--- src/rtl/usls_pkg.sv ---
// ----------------------------------------------------------------------------
// usls_pkg: shared types and constants of the UTF-8 single-line sanitizer
// Holds the byte and code point constants, the lead byte ranges and the
// queue entry type that passes from the decode front to the output back.
// ----------------------------------------------------------------------------
package usls_pkg;

  // Default depth of the queue between the front and the back.
  localparam int QUEUE_DEPTH_DEF = 4;

  // Lead byte ranges of multi-byte sequences.
  localparam logic [7:0] LEAD2_MIN = 8'hC2;
  localparam logic [7:0] LEAD2_MAX = 8'hDF;
  localparam logic [7:0] LEAD3_MIN = 8'hE0;
  localparam logic [7:0] LEAD3_MAX = 8'hEF;
  localparam logic [7:0] LEAD4_MIN = 8'hF0;
  localparam logic [7:0] LEAD4_MAX = 8'hF4;

  // Lead bytes whose second byte has a narrowed range.
  localparam logic [7:0] LEAD_E0 = 8'hE0;
  localparam logic [7:0] LEAD_ED = 8'hED;
  localparam logic [7:0] LEAD_F0 = 8'hF0;
  localparam logic [7:0] LEAD_F4 = 8'hF4;
  localparam logic [7:0] E0_SECOND_MIN = 8'hA0;
  localparam logic [7:0] ED_SECOND_MAX = 8'h9F;
  localparam logic [7:0] F0_SECOND_MIN = 8'h90;
  localparam logic [7:0] F4_SECOND_MAX = 8'h8F;

  // Code points that turn into a single space.
  localparam logic [20:0] CP_TAB = 21'h00009;
  localparam logic [20:0] CP_LF  = 21'h0000A;
  localparam logic [20:0] CP_CR  = 21'h0000D;
  localparam logic [20:0] CP_NEL = 21'h00085;
  localparam logic [20:0] CP_LS  = 21'h02028;
  localparam logic [20:0] CP_PS  = 21'h02029;

  // Control code point ranges (C0, DEL and C1).
  localparam logic [20:0] CP_C0_END   = 21'h00020;
  localparam logic [20:0] CP_DEL      = 21'h0007F;
  localparam logic [20:0] CP_C1_LAST  = 21'h0009F;

  localparam logic [7:0] SPACE_BYTE = 8'h20;

  // One queued group of results caused by one input transaction.
  // A marker entry gives one result with no byte; otherwise data[0..last_idx]
  // are sent in order.
  typedef struct packed {
    logic [3:0][7:0] data;
    logic [1:0]      last_idx;
    logic            marker;
    logic            err;
    logic            eot;
  } entry_t;

endpackage

--- src/rtl/utf8_single_line_sanitizer.sv ---
// ----------------------------------------------------------------------------
// utf8_single_line_sanitizer: strict UTF-8 decoder that flattens text to one line
//
//   Channel | Handshake          | Payload
//   --------+--------------------+--------------------------------------------
//   in_     | in_valid/in_stall  | in_byte, in_end_of_text
//   out_    | out_valid/out_stall| out_byte, out_has_byte, out_last_of_run,
//           |                    | out_text_end, out_utf8_error
//
// One input byte is taken per cycle while the queue has room; each gives zero
// to four results. The output side sends one result per cycle while out_stall
// is low, so a four-byte sequence is sent as four results in turn. An input
// byte is decoded into a queue entry, then passes through the output register.
// Reset is synchronous, active low, and clears the decoder, queue and output.
// Each side stalls on its own; the queue of QUEUE_DEPTH entries absorbs bursts.
// ----------------------------------------------------------------------------
module utf8_single_line_sanitizer #(
  parameter int QUEUE_DEPTH = usls_pkg::QUEUE_DEPTH_DEF
) (
  input  logic       clk,
  input  logic       rst_n,
  input  logic       in_valid,
  output logic       in_stall,
  input  logic [7:0] in_byte,
  input  logic       in_end_of_text,
  output logic       out_valid,
  input  logic       out_stall,
  output logic [7:0] out_byte,
  output logic       out_has_byte,
  output logic       out_last_of_run,
  output logic       out_text_end,
  output logic       out_utf8_error
);
  import usls_pkg::*;

  logic   accept;
  logic   push;
  logic   pop;
  logic   full;
  logic   empty;
  entry_t push_entry;
  entry_t head;

  // An input transaction completes when the queue has room.
  assign in_stall = full;
  assign accept   = in_valid && !full;

  usls_front u_front (
    .clk            (clk),
    .rst_n          (rst_n),
    .accept         (accept),
    .in_byte        (in_byte),
    .in_end_of_text (in_end_of_text),
    .push           (push),
    .push_entry     (push_entry)
  );

  usls_queue #(
    .DEPTH (QUEUE_DEPTH)
  ) u_queue (
    .clk        (clk),
    .rst_n      (rst_n),
    .push       (push),
    .push_entry (push_entry),
    .pop        (pop),
    .head       (head),
    .full       (full),
    .empty      (empty)
  );

  usls_back u_back (
    .clk             (clk),
    .rst_n           (rst_n),
    .head            (head),
    .empty           (empty),
    .pop             (pop),
    .out_stall       (out_stall),
    .out_valid       (out_valid),
    .out_byte        (out_byte),
    .out_has_byte    (out_has_byte),
    .out_last_of_run (out_last_of_run),
    .out_text_end    (out_text_end),
    .out_utf8_error  (out_utf8_error)
  );

endmodule

--- src/rtl/usls_front.sv ---
// ----------------------------------------------------------------------------
// usls_front: strict UTF-8 decode and classification
// Accepts one byte per transaction, tracks the pending sequence and turns
// each byte into at most one queue entry: a group of output bytes or a marker.
// ----------------------------------------------------------------------------
module usls_front (
  input  logic            clk,
  input  logic            rst_n,
  input  logic            accept,
  input  logic [7:0]      in_byte,
  input  logic            in_end_of_text,
  output logic            push,
  output usls_pkg::entry_t push_entry
);
  import usls_pkg::*;

  logic [7:0]  held0_r, held1_r, held2_r;
  logic [7:0]  held0_nxt, held1_nxt, held2_nxt;
  logic [1:0]  rem_r, rem_nxt;
  logic [1:0]  seqlen_r, seqlen_nxt;
  logic [20:0] acc_r, acc_nxt;
  logic [7:0]  lead_r, lead_nxt;
  logic        after_cr_r, after_cr_nxt;
  logic        err_hold_r, err_hold_nxt;

  logic        bad;
  logic        done;
  logic        ascii;
  logic        push_c;
  logic [20:0] cp;
  logic [1:0]  pos;
  logic        is_space_cp;
  logic        is_ctrl_cp;
  entry_t      ent;

  // Position of the continuation byte within its sequence.
  assign pos = seqlen_r - rem_r + 2'd1;

  // Classification of the finished code point.
  assign is_space_cp = (cp == CP_TAB) || (cp == CP_LF) || (cp == CP_CR) ||
                       (cp == CP_NEL) || (cp == CP_LS) || (cp == CP_PS);
  assign is_ctrl_cp  = (cp < CP_C0_END) || ((cp >= CP_DEL) && (cp <= CP_C1_LAST));

  // Decode step and entry build for the byte on the input.
  always_comb begin
    held0_nxt    = held0_r;
    held1_nxt    = held1_r;
    held2_nxt    = held2_r;
    rem_nxt      = rem_r;
    seqlen_nxt   = seqlen_r;
    acc_nxt      = acc_r;
    lead_nxt     = lead_r;
    after_cr_nxt = after_cr_r;
    err_hold_nxt = err_hold_r;
    bad          = 1'b0;
    done         = 1'b0;
    ascii        = 1'b0;
    cp           = '0;
    push_c       = 1'b0;
    ent          = '0;

    if (err_hold_r) begin
      // The rest of a broken text is dropped; its end gives one error marker.
      if (in_end_of_text) begin
        push_c       = 1'b1;
        ent.marker   = 1'b1;
        ent.err      = 1'b1;
        ent.eot      = 1'b1;
        err_hold_nxt = 1'b0;
        after_cr_nxt = 1'b0;
      end
    end else begin
      if (rem_r == 2'd0) begin
        // Lead byte.
        if (!in_byte[7]) begin
          ascii = 1'b1;
          done  = 1'b1;
          cp    = {13'd0, in_byte};
        end else if (in_byte >= LEAD2_MIN && in_byte <= LEAD2_MAX) begin
          rem_nxt = 2'd1;
          acc_nxt = {16'd0, in_byte[4:0]};
        end else if (in_byte >= LEAD3_MIN && in_byte <= LEAD3_MAX) begin
          rem_nxt = 2'd2;
          acc_nxt = {17'd0, in_byte[3:0]};
        end else if (in_byte >= LEAD4_MIN && in_byte <= LEAD4_MAX) begin
          rem_nxt = 2'd3;
          acc_nxt = {18'd0, in_byte[2:0]};
        end else begin
          bad = 1'b1;
        end
        if (!bad && !done) begin
          held0_nxt  = in_byte;
          lead_nxt   = in_byte;
          seqlen_nxt = rem_nxt;
        end
      end else begin
        // Continuation byte, with the narrowed range checked on the second byte.
        if (in_byte[7:6] != 2'b10) begin
          bad = 1'b1;
        end else if (rem_r == seqlen_r &&
                     ((lead_r == LEAD_E0 && in_byte < E0_SECOND_MIN) ||
                      (lead_r == LEAD_ED && in_byte > ED_SECOND_MAX) ||
                      (lead_r == LEAD_F0 && in_byte < F0_SECOND_MIN) ||
                      (lead_r == LEAD_F4 && in_byte > F4_SECOND_MAX))) begin
          bad = 1'b1;
        end
        if (!bad) begin
          acc_nxt = {acc_r[14:0], in_byte[5:0]};
          if (rem_r > 2'd1) begin
            if (pos == 2'd1) begin
              held1_nxt = in_byte;
            end else if (pos == 2'd2) begin
              held2_nxt = in_byte;
            end
          end
          rem_nxt = rem_r - 2'd1;
          if (rem_nxt == 2'd0) begin
            done = 1'b1;
            cp   = acc_nxt;
          end
        end
      end

      if (bad) begin
        // Error marker; the decoder starts over and the text is held off.
        push_c     = 1'b1;
        ent.marker = 1'b1;
        ent.err    = 1'b1;
        ent.eot    = in_end_of_text;
        rem_nxt    = '0;
        seqlen_nxt = '0;
        acc_nxt    = '0;
        lead_nxt   = '0;
        if (in_end_of_text) begin
          after_cr_nxt = 1'b0;
        end else begin
          err_hold_nxt = 1'b1;
        end
      end else begin
        if (done) begin
          if (is_space_cp) begin
            // LF right after CR folds into the space already sent.
            if (!(cp == CP_LF && after_cr_r)) begin
              push_c      = 1'b1;
              ent.data[0] = SPACE_BYTE;
            end
          end else if (!is_ctrl_cp) begin
            // Pass the whole sequence through: held bytes, then this byte.
            push_c       = 1'b1;
            ent.last_idx = ascii ? 2'd0 : seqlen_r;
            ent.data[0]  = ascii ? in_byte : held0_r;
            ent.data[1]  = (seqlen_r == 2'd1) ? in_byte : held1_r;
            ent.data[2]  = (seqlen_r == 2'd2) ? in_byte : held2_r;
            ent.data[3]  = in_byte;
          end
          after_cr_nxt = (cp == CP_CR);
          rem_nxt      = '0;
          seqlen_nxt   = '0;
          acc_nxt      = '0;
          lead_nxt     = '0;
        end
        if (in_end_of_text) begin
          // End of text: truncated sequence, end-only marker or end flag.
          if (rem_nxt != 2'd0) begin
            push_c       = 1'b1;
            ent.marker   = 1'b1;
            ent.err      = 1'b1;
            ent.last_idx = 2'd0;
          end else if (!push_c) begin
            push_c       = 1'b1;
            ent.marker   = 1'b1;
          end
          ent.eot      = 1'b1;
          rem_nxt      = '0;
          seqlen_nxt   = '0;
          acc_nxt      = '0;
          lead_nxt     = '0;
          after_cr_nxt = 1'b0;
          err_hold_nxt = 1'b0;
        end
      end
    end
  end

  assign push       = accept && push_c;
  assign push_entry = ent;

  // Decoder control state.
  always_ff @(posedge clk) begin
    if (!rst_n) begin
      rem_r      <= '0;
      seqlen_r   <= '0;
      acc_r      <= '0;
      lead_r     <= '0;
      after_cr_r <= 1'b0;
      err_hold_r <= 1'b0;
    end else if (accept) begin
      rem_r      <= rem_nxt;
      seqlen_r   <= seqlen_nxt;
      acc_r      <= acc_nxt;
      lead_r     <= lead_nxt;
      after_cr_r <= after_cr_nxt;
      err_hold_r <= err_hold_nxt;
    end
  end

  // Held bytes of the pending sequence.
  always_ff @(posedge clk) begin
    if (accept) begin
      held0_r <= held0_nxt;
      held1_r <= held1_nxt;
      held2_r <= held2_nxt;
    end
  end

  // While an error is held no sequence is pending.
  assert property (@(posedge clk) disable iff (!rst_n)
    err_hold_r |-> (rem_r == 2'd0 && seqlen_r == 2'd0))
    else $error("usls_front: sequence pending while error is held");

  // The count of expected continuation bytes never exceeds the sequence length.
  assert property (@(posedge clk) disable iff (!rst_n)
    rem_r <= seqlen_r)
    else $error("usls_front: remaining count above sequence length");

endmodule

--- src/rtl/usls_queue.sv ---
// ----------------------------------------------------------------------------
// usls_queue: entry queue between the decode front and the output back
// A small circular buffer of result groups, one write and one read a cycle.
// ----------------------------------------------------------------------------
module usls_queue #(
  parameter int DEPTH = usls_pkg::QUEUE_DEPTH_DEF
) (
  input  logic             clk,
  input  logic             rst_n,
  input  logic             push,
  input  usls_pkg::entry_t push_entry,
  input  logic             pop,
  output usls_pkg::entry_t head,
  output logic             full,
  output logic             empty
);
  import usls_pkg::*;

  localparam int PTR_W = $clog2(DEPTH);
  localparam int CNT_W = $clog2(DEPTH + 1);
  localparam logic [PTR_W-1:0] PTR_LAST = PTR_W'(DEPTH - 1);
  localparam logic [CNT_W-1:0] CNT_FULL = CNT_W'(DEPTH);

  entry_t            slot_r [DEPTH];
  logic [PTR_W-1:0]  wr_ptr_r, wr_ptr_nxt;
  logic [PTR_W-1:0]  rd_ptr_r, rd_ptr_nxt;
  logic [CNT_W-1:0]  count_r, count_nxt;

  assign full  = (count_r == CNT_FULL);
  assign empty = (count_r == '0);
  assign head  = slot_r[rd_ptr_r];

  // Pointer and fill count update.
  always_comb begin
    wr_ptr_nxt = wr_ptr_r;
    rd_ptr_nxt = rd_ptr_r;
    count_nxt  = count_r;
    if (push) begin
      wr_ptr_nxt = (wr_ptr_r == PTR_LAST) ? '0 : wr_ptr_r + 1'b1;
    end
    if (pop) begin
      rd_ptr_nxt = (rd_ptr_r == PTR_LAST) ? '0 : rd_ptr_r + 1'b1;
    end
    if (push && !pop) begin
      count_nxt = count_r + 1'b1;
    end else if (pop && !push) begin
      count_nxt = count_r - 1'b1;
    end
  end

  always_ff @(posedge clk) begin
    if (!rst_n) begin
      wr_ptr_r <= '0;
      rd_ptr_r <= '0;
      count_r  <= '0;
    end else begin
      wr_ptr_r <= wr_ptr_nxt;
      rd_ptr_r <= rd_ptr_nxt;
      count_r  <= count_nxt;
    end
  end

  // Entry storage.
  always_ff @(posedge clk) begin
    if (push) begin
      slot_r[wr_ptr_r] <= push_entry;
    end
  end

  // The front never writes into a full queue and the back never reads an empty one.
  assert property (@(posedge clk) disable iff (!rst_n)
    !(push && full) && !(pop && empty))
    else $error("usls_queue: overflow or underflow");

  // Pointers meet when the queue is empty or full.
  assert property (@(posedge clk) disable iff (!rst_n)
    (count_r == '0 || count_r == CNT_FULL) |-> (wr_ptr_r == rd_ptr_r))
    else $error("usls_queue: pointers disagree with fill count");

endmodule

--- src/rtl/usls_back.sv ---
// ----------------------------------------------------------------------------
// usls_back: result serializer with output register
// Walks the head entry of the queue one result a cycle, while out_stall is low,
// into the output register and retires the entry with its last result.
// ----------------------------------------------------------------------------
module usls_back (
  input  logic             clk,
  input  logic             rst_n,
  input  usls_pkg::entry_t head,
  input  logic             empty,
  output logic             pop,
  input  logic             out_stall,
  output logic             out_valid,
  output logic [7:0]       out_byte,
  output logic             out_has_byte,
  output logic             out_last_of_run,
  output logic             out_text_end,
  output logic             out_utf8_error
);
  import usls_pkg::*;

  logic [1:0] idx_r, idx_nxt;
  logic       out_valid_r;
  logic [7:0] byte_r;
  logic       has_byte_r, last_r, text_end_r, err_r;
  logic       load;
  logic       take;
  logic       is_last;

  // The output register takes a new result whenever it is empty or drained.
  assign load    = !out_valid_r || !out_stall;
  assign take    = load && !empty;
  assign is_last = (idx_r == head.last_idx);
  assign pop     = take && is_last;
  assign idx_nxt = is_last ? 2'd0 : idx_r + 2'd1;

  always_ff @(posedge clk) begin
    if (!rst_n) begin
      out_valid_r <= 1'b0;
      idx_r       <= '0;
    end else begin
      if (load) begin
        out_valid_r <= !empty;
      end
      if (take) begin
        idx_r <= idx_nxt;
      end
    end
  end

  // Result fields of the current position in the head entry.
  always_ff @(posedge clk) begin
    if (take) begin
      byte_r     <= head.marker ? 8'd0 : head.data[idx_r];
      has_byte_r <= !head.marker;
      last_r     <= is_last;
      text_end_r <= is_last && head.eot;
      err_r      <= head.marker && head.err;
    end
  end

  assign out_valid       = out_valid_r;
  assign out_byte        = byte_r;
  assign out_has_byte    = has_byte_r;
  assign out_last_of_run = last_r;
  assign out_text_end    = text_end_r;
  assign out_utf8_error  = err_r;

  // The walk position never runs past the end of the head entry.
  assert property (@(posedge clk) disable iff (!rst_n)
    !empty |-> (idx_r <= head.last_idx))
    else $error("usls_back: index past end of entry");

  // A marker entry is always a single result.
  assert property (@(posedge clk) disable iff (!rst_n)
    (!empty && head.marker) |-> (head.last_idx == 2'd0 && idx_r == 2'd0))
    else $error("usls_back: marker entry with more than one result");

endmodule
--- config.mk ---
export PLATFORM = sky130hd
export DESIGN_NAME = utf8_single_line_sanitizer
export DESIGN_NICKNAME = d
export VERILOG_FILES = /design/src/rtl/usls_pkg.sv /design/src/rtl/utf8_single_line_sanitizer.sv /design/src/rtl/usls_front.sv /design/src/rtl/usls_queue.sv /design/src/rtl/usls_back.sv
export SDC_FILE = /design/constraint.sdc
export NUM_CORES = 1
export LEC_CHECK = 0
export ABC_CLOCK_PERIOD_IN_PS = 4300
export BUFFER_PORTS_ARGS = -buffer_cell sky130_fd_sc_hd__buf_2
export CORE_ASPECT_RATIO = 1.75
export CORE_UTILIZATION = 62
export CTS_CLUSTER_DIAMETER = 120
export DETAILED_ROUTE_END_ITERATION = 7
export PLACE_DENSITY = 0.81
export RECOVER_POWER = 100
export SLEW_MARGIN = 40
export SYNTH_ARGS = -nofsm -noshare
export SYNTH_HDL_FRONTEND = slang
export SYNTH_SLANG_ARGS = --single-unit
--- constraint.sdc ---
create_clock -name clk -period 4.3 [get_ports clk]
set_clock_uncertainty 0.15 [all_clocks]
set_input_delay 0.86 -clock clk [delete_from_list [all_inputs] [get_ports clk]]
set_output_delay 0.86 -clock clk [all_outputs]
set_load 0.05 [all_outputs]
# Word-level counts from Yosys, hierarchy flattened
# Memory sizes are Yosys's and may differ from the RTL's. A register that Yosys moved wholly into a read port is not among the register bits.
# Index checks and enable logic that the tools add are counted.
# totals
reg_bits	75
mem_bits_rw	148
in_bits	13
wordCells	231
memories	1
# mem_list
name	depth	width	rd	rd_ports_with_merged_regs	wr	line_no	source
u_queue.slot_r	4	37	1	1	1	usls_queue.sv:24	entry_t slot_r [DEPTH];
# op_classes
n_addsub	8
n_lt_le_gt_ge	15
n_eq_ne	25
muxes	106
bitwise	4
n_reduce_logical	53
# op_table
cell	n
$mux W34	4
$mux W15	9
$eq A21 B4 Y1 const B	5
$mux W21	5
$mux W8	10
$mux W2	24
$mux W1	44
$eq A21 B14 Y1 const B	2
$eq A8 B8 Y1 const B	4
$ge A8 B8 Y1 const B	3
$le A8 B8 Y1 const B	3
$mux W24	1
$eq A21 B8 Y1 const B	1
$ge A21 B7 Y1 const B	1
$le A21 B8 Y1 const B	1
$lt A21 B6 Y1 const B	1
$logic_and A1 B1 Y1	19
$bmux W8 S2	1
$gt A8 B8 Y1 const B	2
$lt A8 B8 Y1 const B	2
$mux W3	5
$reduce_bool A4 Y1	3
$logic_or A1 B1 Y1	10
$logic_not A1 Y1	9
other kinds (27)	42

# Depth between registers and ports, before layout
# Gate-level depths: netlist of run 1.
# depth
word_depth	32
mapped_depth	19

# Modules after synthesis
# Synthesis of run 1 repeated with hierarchy kept, for this count alone.
# hier_totals
hier_cells	615
area_unflattened_um2	9635.5
# modules_own_cells
mod	n_inst	cells_per_inst	area_per_inst_um2	seq_area_each_um2
usls_queue	1	237	5853.1	4624.4
usls_front	1	324	2971.6	1301.2
usls_back	1	53	797.0	420.4
utf8_single_line_sanitizer	1	1	13.8	0.0

# Least setup slack after synthesis of run 1
# OpenSTA, ideal clock, no wires.
# synth_timing
path_kind	input to register
start	input in_byte[7]
end	memory u_queue.slot_r[3][0] in the netlist's numbering (enable)
arrival_ps	3448
setup_slack_ps	304
stages	11
n_path_buf	1
cell_sequence	buf_2 o31ai_2 xnor2_1 o22ai_2 o22ai_2 a21bo_2 a31oi_4 a311o_1 and2_4 inv_4 and2_1
# synth_between
elab_chain_len	30
word_cells_on_any_way	75
# synth_rtl
item	line_no	source
start, declared	utf8_single_line_sanitizer.sv:24	input logic [7:0] in_byte,
branches (longest 25 deep; another with $lt A8 B8 Y1)	--	
$mux W1 *	usls_front.sv:124	if (bad) begin
$mux W1 *	usls_front.sv:62	if (err_hold_r) begin
$logic_and A1 B1 Y1 *	usls_front.sv:185	assign push = accept && push_c;
named net push	utf8_single_line_sanitizer.sv:37	logic push;
$mux W1 *	usls_queue.sv:65	if (push) begin
$mux W1 (not written as such) *	usls_queue.sv:66	slot_r[wr_ptr_r] <= push_entry;
end, declared	usls_queue.sv:24	
# Mark *: on every way through the listed nets, which the timed path passes. The select of a mux whose other input is x is not followed.

# Worst setup path in the final report of run 1
# layout_timing
start	register u_front.rem_r[0]
end	register u_queue.count_r[2]
# layout_between
elab_chain_len	27
word_cells_on_any_way	53
# layout_rtl
item	line_no	source
start, declared	usls_front.sv:19	logic [1:0] rem_r, rem_nxt;
start signal, assigned	usls_front.sv:198	rem_r <= rem_nxt;
branches (longest 21 deep; another with $ge A21 B7 Y1)	--	
$mux W1 *	usls_front.sv:124	
$mux W1 *	usls_front.sv:62	
$logic_and A1 B1 Y1 *	usls_front.sv:185	
named net push	utf8_single_line_sanitizer.sv:37	
$logic_not A1 Y1	usls_queue.sv:46	end else if (pop && !push) begin
$logic_and A1 B1 Y1	usls_queue.sv:46	
$reduce_bool A2 Y1 (no source line)	--	
end signal, assigned	usls_queue.sv:59	count_r <= count_nxt;
end, declared	usls_queue.sv:27	logic [CNT_W-1:0] count_r, count_nxt;
# Marked as above.
# A chain may end at the register's enable or synchronous reset.

==> results.ini, run 1 <==
[floorplan]
initial_core_util_pct=63.02
fp-row-count=60
ios=27
die_x_microns=96.32
die_height_microns=167.1
coreArea_sq_um=15310
die_area_sq_um=16090

[final_layout]
diodes=0
seq_area_sq_um=6347
fill_cells=1061
multi_input_area_sq_um=3085
layout.nets=720
final_area_sq_um=10630
drive_gt1_share_pct=16.53
syn_to_final_growth_pct=10.16

[timing]
worst_slack_ns=0.1550
max_freq_ghz=0.2413
rsz0062_at_grt=no
fin_crit_sh_pct=96.40
worst_slew_pin_slew_ns=1.350
period_needed_ns=4.145
report.final.slew_viol_count=0
setup_viol=0
slew_headroom_pct=10.01
hold_viol=0

[drt]
vias_per_cell=6.319
drc=0
wl_microns=19770
firstDrtPassIters=5
first_iter_violations=343
wl_per_cell_microns=22.12
ant_nets=0
num_vias=5649

[power_and_ir_drop]
internal_power_mw=4.236
switching_share_pct=28.98
p_leak_nw=3.551
clockPowerShare_pct=27.1
seqPwrFrac_pct=47.1
switchingPower_mw=1.728
cellPowerDensity_nw_per_um2=560.9
p_comb_share_pct=25.8
ir_drop_v=0.0003849

[critical_path]
crit_type=reg2reg
critical_path_peak_fanout=6
cp-start-kind=flip-flop
arrival_ns=4.39
endpoint_kind=flip-flop
cp_data_required_time_ns=4.55

[placed_design]
place_congestion=0.9104
dp_hpwl_microns=13150
port_buffers=26
placed_area_sq_um=10100
place_ws_ns=-0.09860

[global_route]
grt_pass1_vias=6020
grt.total_usage_pct=26.07
grt_max_degree=38
antenna_found_initial=0
grt_overflow=0
grt_first_pass_wirelength_microns=30890

[clocking]
cts_setup_buffers=0
clockBufferDepth=3
clock-sinks=225
cts_buffers=19
cts_root_buffer=clkbuf_16
clk_latency_ns=0.49
htreeDepth=1
cts_tree=done
clk_pin_slew_worst_paths_ns=0.07

[yosys]
syn-num-nets=681
synth.most_common_cell=edfxtp_1
synth_area_sq_um=9652
synth_common_cells=184 x edfxtp_1, 65 x nand2_1, 49 x nor2_1
async_flop_share_pct=0
synth_warnings=0
synth_area_leaders=edfxtp_1 57%, mux4_2 11%, dfxtp_1 8.5%
ys_types=71
yosysTopAreaCell=edfxtp_1
synth_enable_flop_cells=184
syn_inst=658
netlist.area_leader.share_pct=57.25
ys.flop_type=edfxtp_1
synth_seq_area_share_pct=65.75
yosys_register_bits=225
syn_area_per_cell_sq_um=14.67

[job]
max-cap-violations=0

[hold_path]
hold_class=reg2reg

[run_status]
status=finished, final reports clean

[layout make-up]
cell class              count  share of cell area (%)
inverters                  15                  0.5531
flip-flops and latches    225                   59.70
clock inverters             7                  0.5884
multi-input cells         382                   29.02
repair buffers             54                   3.083
clock buffers              25                   4.872
well taps                 186                   2.189
[sequential cells by signal, summed over array words and instances (netlist names), 2 cells and up, named ones only]
register and flops:
u_back.idx_r 2, u_back.out_byte 8, u_front.acc_r 15, u_front.held0_r 8
u_front.held1_r 8, u_front.held2_r 8, u_front.lead_r 8, u_front.rem_r 2
u_front.seqlen_r 2, u_queue.count_r 3, u_queue.rd_ptr_r 2, u_queue.slot_r 148
u_queue.wr_ptr_r 2
[routing by layer]
layer  global-route usage (%)  vias up  part of all wire [%]
met1                    29.14     2811                    35
met3                    3.059       70                   4.4
met4                    12.60        0                   5.2
li1                         -     2566                     -
met2                    47.64      202                    56
met5                        0        -                     0
[critical path, stage by stage (launching register included)]
cell and delay, ns:
dfxtp_2 0.39, inv_1 0.09, ha_1 0.34, and2_1 0.17, nand3_1 0.18, o221ai_4 0.32
nor3_1 0.11, o2111ai_2 0.27, a31oi_4 0.14, a311o_1 0.39, and2_4 0.18, inv_4 0.06
ha_1 0.18, inv_1 0.06, fa_1 0.37, xor2_1 0.16, or3_1 0.31, a21boi_0 0.19
[stage by stage]
step	total power [mW]	utilization [%]	cells	hold slack [ns]	TNS (ns)
CTS	6.042	69.75	894	0.3080	0
global placement	4.357	65.96	862	0.2933	0
floorplan	4.026	-	658	0.2820	0
global route	6.203	69.43	894	0.3325	0
detailed placement	4.429	65.96	862	0.2991	-0.09860
finish	5.964	69.43	894	0.3054	0
[final timing paths]
kind                      from            endpoint  slack (ns)  cells after the start
max           u_front.rem_r[0]  u_queue.count_r[2]        0.15                     17
min          u_front.acc_r[10]   u_front.acc_r[10]        0.31                      2
max reg2reg   u_front.rem_r[0]  u_queue.count_r[2]        0.15                     17
min reg2reg  u_front.acc_r[10]   u_front.acc_r[10]        0.31                      2
[repair_timing]
action / CTS / global route
hold buffers: 0 / 0
setup endpoints to repair: 0 / 1
resized for setup: 0 / 2
[layout by cell type, fill, tap and decap left out, drive strengths merged, types with 3 or more instances in the layout]
master and n:
nand3 21, mux4 45, nor2 51, inv 15, xor2 3, nor3b 3
clkbuf 58, xnor2 5, o31ai 3, nor2b 8, a21o 3, nand2b 6
nor4 8, o21ai 14, a21boi 21, dfxtp 41, nand4 6, mux2i 13
edfxtp 184, and2 22, nor3 10, ha 9, clkinv 5, a21oi 30
buf 21, nand2 65
[power groups by stage]
stage | clock (mW) | sequential [mW] | combinational (mW)
detailed placement | 0 | 2.86 | 1.57
finish | 1.62 | 2.81 | 1.54
floorplan | 0 | 3.05 | 0.981
global placement | 0 | 2.83 | 1.53
global route | 1.71 | 2.84 | 1.65
CTS | 1.64 | 2.81 | 1.59
[cells by family after synthesis]
family | after synthesis | share of synthesized area (%)
flip-flops | 225 | 65.75
AND/OR/NAND/NOR | 213 | 10.97
AO/OA/AOI/OAI | 93 | 6.910
multiplexers | 58 | 11.85
buffers and inverters | 51 | 2.424
adder cells (fa/ha/maj) | 10 | 1.374
XOR/XNOR | 8 | 0.7260
Note: power is estimated with default switching activity, not from simulation.
==> run 2: changes to the inputs <==
- ABC_CLOCK_PERIOD_IN_PS: 4300 -> 4600
- clock period: 4.3 -> 4.6 ns (I/O delays scaled with it)
==> run 2 against run 1 <==
Net effect: wire length grew 0.19%; critical path type is now in2reg; setup slack better by 0.21 ns; first-iteration DRC count up 18%; via count fell by 1.8%; utilization shrank 0.87 points; clock-buffer cell count increased by 1; flip-flop and latch count stayed put; combinational power fell by 12%; non-clock buffer count is 10 lower; largest cell class unchanged; critical path depth decreased by 5; clock power down 2%; sequential share of layout area up 0.76 points.
==> results.ini, run 2 (synthesized netlist as in run 1, its figures left out) <==
[clocking]
cts_repair_resize_count=0
clock-sinks=225
htreeDepth=1
clk_pin_slew_worst_paths_ns=0.06
cts_setup_buffers=0
hold_buffers=0
cts_tree=done
cts_buffers=19
clockBufferDepth=3
clk_latency_ns=0.49
cts_root_buffer=clkbuf_16

[critical_path]
reg2reg_from=u_front.rem_r[0]
r2r_slack_ns=0.37
critical_path_peak_fanout=37
r2r-end=u_queue.slot_r[1][34]
arrival_ns=4.19
reg2reg_depth=13
cp-start-kind=input pin
cp_data_required_time_ns=4.56
crit_type=in2reg
endpoint_kind=flip-flop

[final_layout]
final_area_sq_um=10500
layout.nets=710
diodes=0
largest_reg_flops=148
final_cell_mix=184 x edfxtp_1, 65 x nand2_1, 51 x nor2_1, 45 x mux4_2, 40 x dfxtp_1
largestRegisters=u_queue.slot_r x148, u_front.acc_r x15
final_common_cell=edfxtp_1
regMostFlops=u_queue.slot_r
syn_to_final_growth_pct=8.776
drive_gt1_share_pct=15.14

[global_route]
grt.total_usage_pct=26.01
grt_first_pass_wirelength_microns=30700
antenna_found_initial=0
grt_max_degree=38
grt_overflow=0
grt_pass1_vias=5736

[timing]
period_needed_ns=4.236
rsz0062_at_grt=no
worst_slew_pin_slew_ns=1.326
hold_viol=0
setup_viol=0
worst_slack_ns=0.3643
fin_crit_sh_pct=92.08
report.final.slew_viol_count=0
max_freq_ghz=0.2361
slew_headroom_pct=11.63
fin_tns_setup_ns=0

[drt]
vias_per_cell=6.258
num_vias=5545
first_iter_violations=406
drc=0
ant_nets=0
wl_microns=19810
wl_per_cell_microns=22.36
firstDrtPassIters=5

[floorplan]
die_area_sq_um=16090
die_height_microns=167.1
fp-row-count=60
coreArea_sq_um=15310
ios=27
initial_core_util_pct=63.02
die_x_microns=96.32

[hold_path]
min_path_cells=2
worstHoldStart=u_front.acc_r[10]
min_to=u_front.acc_r[10]
hold_class=reg2reg

[placed_design]
place_ws_ns=0.1291
port_buffers=26
dp_hpwl_microns=13370
placed_area_sq_um=10030
place_congestion=0.9414

[power_and_ir_drop]
cellPowerDensity_nw_per_um2=533.3
p_leak_nw=3.513
ir_drop_v=0.0003605

[job]
max-cap-violations=0

[run_status]
status=finished, final reports clean

==> run 2: critical path, stage by stage <==
cell and delay, ns:
clkbuf_1 0.48, o21ai_1 0.14, mux2i_1 0.19, o221ai_2 0.27
nor3_1 0.10, o2111ai_1 0.35, a31oi_4 0.16, a311o_1 0.39
and2_4 0.17, inv_4 0.06, and2_1 0.12, clkbuf_2 0.81
==> run 2: power breakdown <==
group	total, mW	leakage [nW]	internal (mW)	switching [mW]
Sequential	2.66	2.06	2.54	0.127
Combinational	1.36	1.16	0.546	0.815
Clock	1.58	0.297	0.898	0.678
==> run 2: through the flow <==
step           hold slack [ns]  total power [mW]  util, %  std cells
2_1_floorplan           0.2820             3.764        -        658
3_3_place_gp            0.2925             4.061    65.47        852
3_5_place_dp            0.3070             4.124    65.47        852
4_1_cts                 0.3159             5.687    69.44        886
5_1_grt                 0.3315             5.839    68.55        886
6_report                0.3131             5.599    68.55        886
==> run 2: worst max-delay path by stage <==
stage	slack [ns]	cells after the start	endpoint	startpoint
after global placement	0.24	16	u_queue.count_r[2]	in_byte[5]
after detailed placement	0.13	16	u_queue.count_r[2]	in_byte[5]
after global routing	0.1	13	u_queue.slot_r[1][34]	u_front.rem_r[0]
after floorplan	0.54	11	u_queue.slot_r[3][0]	in_byte[7]
final	0.36	12	u_queue.slot_r[1][34]	in_byte[5]
after CTS	0.43	18	u_queue.count_r[2]	u_front.rem_r[0]
==> run 2: cell type report <==
| type | instances | area, sq um |
|---|---|---|
| Clock buffer | 26 | 511.7 |
| Inverter | 15 | 58.81 |
| Tap cell | 186 | 232.7 |
| Clock inverter | 8 | 96.34 |
| Multi-Input combinational cell | 382 | 3049 |
| Timing Repair Buffer | 44 | 202.7 |
| Sequential cell | 225 | 6347 |
| Fill cell | 1077 | 4816 |
==> run 2: layer usage <==
metal  up-vias  share of wire, %  track usage [%]
met5         -                 0                0
met4         0               3.4            10.87
met3        48               4.0            3.151
met2       175                55            46.19
met1      2772                37            31.23
li1       2550                 -                -
==> run 3: changes to the inputs <==
- ABC_CLOCK_PERIOD_IN_PS: 4600 -> unset
- CORE_UTILIZATION: 62 -> 56
- PLACE_DENSITY: 0.81 -> 0.78
- clock period: 4.6 -> 3.4 ns (I/O delays scaled with it)
==> run 3 against run 2 <==
Net effect: the run now ends with setup timing left; clock-buffer cell count grew 2; flip-flop and latch count is the same; first-iteration DRC count decreased by 21%; final cell count increased by 15%; non-clock buffer count is 94 higher; wire length increased by 16%; utilization is 1.0 points higher; power up 43%; global-route usage shrank 0.49 points; register-to-register slack got worse by 0.68 ns; die area grew 11%.
==> results.ini, run 3 (synthesized netlist as in run 1, its figures left out) <==
[run_status]
status=finished with violations
violations=setup timing

[timing]
rsz0062_at_grt=yes
max_freq_ghz=0.2693
slew_headroom_pct=52.55
fin_crit_sh_pct=109.2
fin_tns_setup_ns=-2.204
setup_viol=101
report.final.slew_viol_count=0
hold_viol=0
period_needed_ns=3.713
worst_slew_pin_slew_ns=0.7117
worst_slack_ns=-0.3135

[critical_path]
arrival_ns=3.98
critical_path_peak_fanout=4
cp_data_required_time_ns=3.67
reg2reg_depth=17
endpoint_kind=flip-flop
crit_type=reg2reg
cp-start-kind=flip-flop

[floorplan]
coreArea_sq_um=16870
ios=27
die_x_microns=101.2
fp-row-count=63
die_height_microns=175.7
initial_core_util_pct=57.22
die_area_sq_um=17780

[drt]
wl_microns=23050
firstDrtPassIters=5
wl_per_cell_microns=22.56
drc=0
ant_nets=0
vias_per_cell=5.932
num_vias=6062
first_iter_violations=319

[hold_path]
min_path_cells=3
hold_class=in2reg

[power_and_ir_drop]
cellPowerDensity_nw_per_um2=684.6
p_leak_nw=4.161
power_mw=8.034
ir_drop_v=0.0004368

[final_layout]
drive_gt1_share_pct=31.57
largestRegisters=u_queue.slot_r x148, u_front.acc_r x15
multi_input_area_sq_um=3237
final_cell_mix=184 x edfxtp_1, 88 x buf_4, 65 x nand2_1, 48 x nor2_1, 45 x mux4_2
layout.nets=805
largest_reg_flops=148
final_common_cell=edfxtp_1
diodes=0
fill_cells=1147
final_area_sq_um=11740
seq_area_sq_um=6349
fin_cells=1022
regMostFlops=u_queue.slot_r
syn_to_final_growth_pct=21.58

[clocking]
clock-sinks=225
cts_tree=done
clockBufferDepth=3
hold_buffers=0
cts_root_buffer=clkbuf_16
clk_latency_ns=0.49
clk_pin_slew_worst_paths_ns=0.07
cts_buffers=20
htreeDepth=1

[placed_design]
dp.cells=969
placed_area_sq_um=10710
port_buffers=26
place_congestion=0.8977
dp_hpwl_microns=14760

[global_route]
antenna_found_initial=0
grt_overflow=0
grt_first_pass_wirelength_microns=33540
grt.total_usage_pct=25.52
grt_max_degree=36
grt_pass1_vias=6413

[job]
max-cap-violations=0

==> run 3: worst paths after layout <==
path / end / start / slack (ns)
setup reg to reg: u_queue.count_r[2] / u_front.rem_r[0] / -0.31
setup / recovery: u_queue.count_r[2] / u_front.rem_r[0] / -0.31
hold / removal: u_back.out_valid / out_stall / 0.30
hold reg to reg: u_front.lead_r[5] / u_front.lead_r[5] / 0.31
==> run 3: power breakdown <==
group,switching (mW),total (mW),internal (mW)
clock,0.964,2.18,1.22
combinational,1.29,2.30,1.02
sequential,0.125,3.55,3.42
total,2.37,8.03,5.66
==> run 3: area by class of cell <==
class	instances	share of cell area [%]
Timing Repair Buffer	138	10.10
Sequential cell	225	54.10
Multi-Input combinational cell	382	27.58
Clock buffer	28	4.702
Clock inverter	7	0.5971
Tap cell	227	2.420
Inverter	15	0.5011
==> run 3: critical path, stage by stage, from the launching register on <==
cell and delay (ns):
dfxtp_2 0.34, inv_2 0.05, ha_4 0.26, and2_4 0.15, nand4_1 0.18, o221ai_4 0.31
nor3_4 0.09, o2111ai_2 0.24, a31oi_4 0.12, a311o_1 0.38, and2_4 0.17, inv_4 0.06
ha_4 0.13, inv_2 0.04, fa_2 0.32, xor2_1 0.16, or3_1 0.33, a21boi_1 0.15
==> run 3: metrics by stage <==
step | setup WS, ns | utilization, % | hold WS (ns)
after global placement | -0.4286 | 63.50 | 0.2930
after global routing | -0.4192 | 69.57 | 0.3365
after CTS | -0.3952 | 67.71 | 0.2939
after detailed placement | -0.5733 | 63.50 | 0.3091
final | -0.3135 | 69.57 | 0.3011
after floorplan | -0.1616 | - | 0.2820
==> run 3: per-layer routing <==
layer	GRT usage [%]	vias up	share of wire, %
met3	2.984	64	3.8
met1	27.49	3039	35
met2	47.87	214	57
met5	0	-	0
met4	13.04	0	4.4
li1	-	2745	-
==> run 3: timing repair <==
action                     CTS  global route
setup buffers                3             5
resized for setup           12            23
cloned                       0            10
setup endpoints to repair    3           171
pin swaps                   12            11
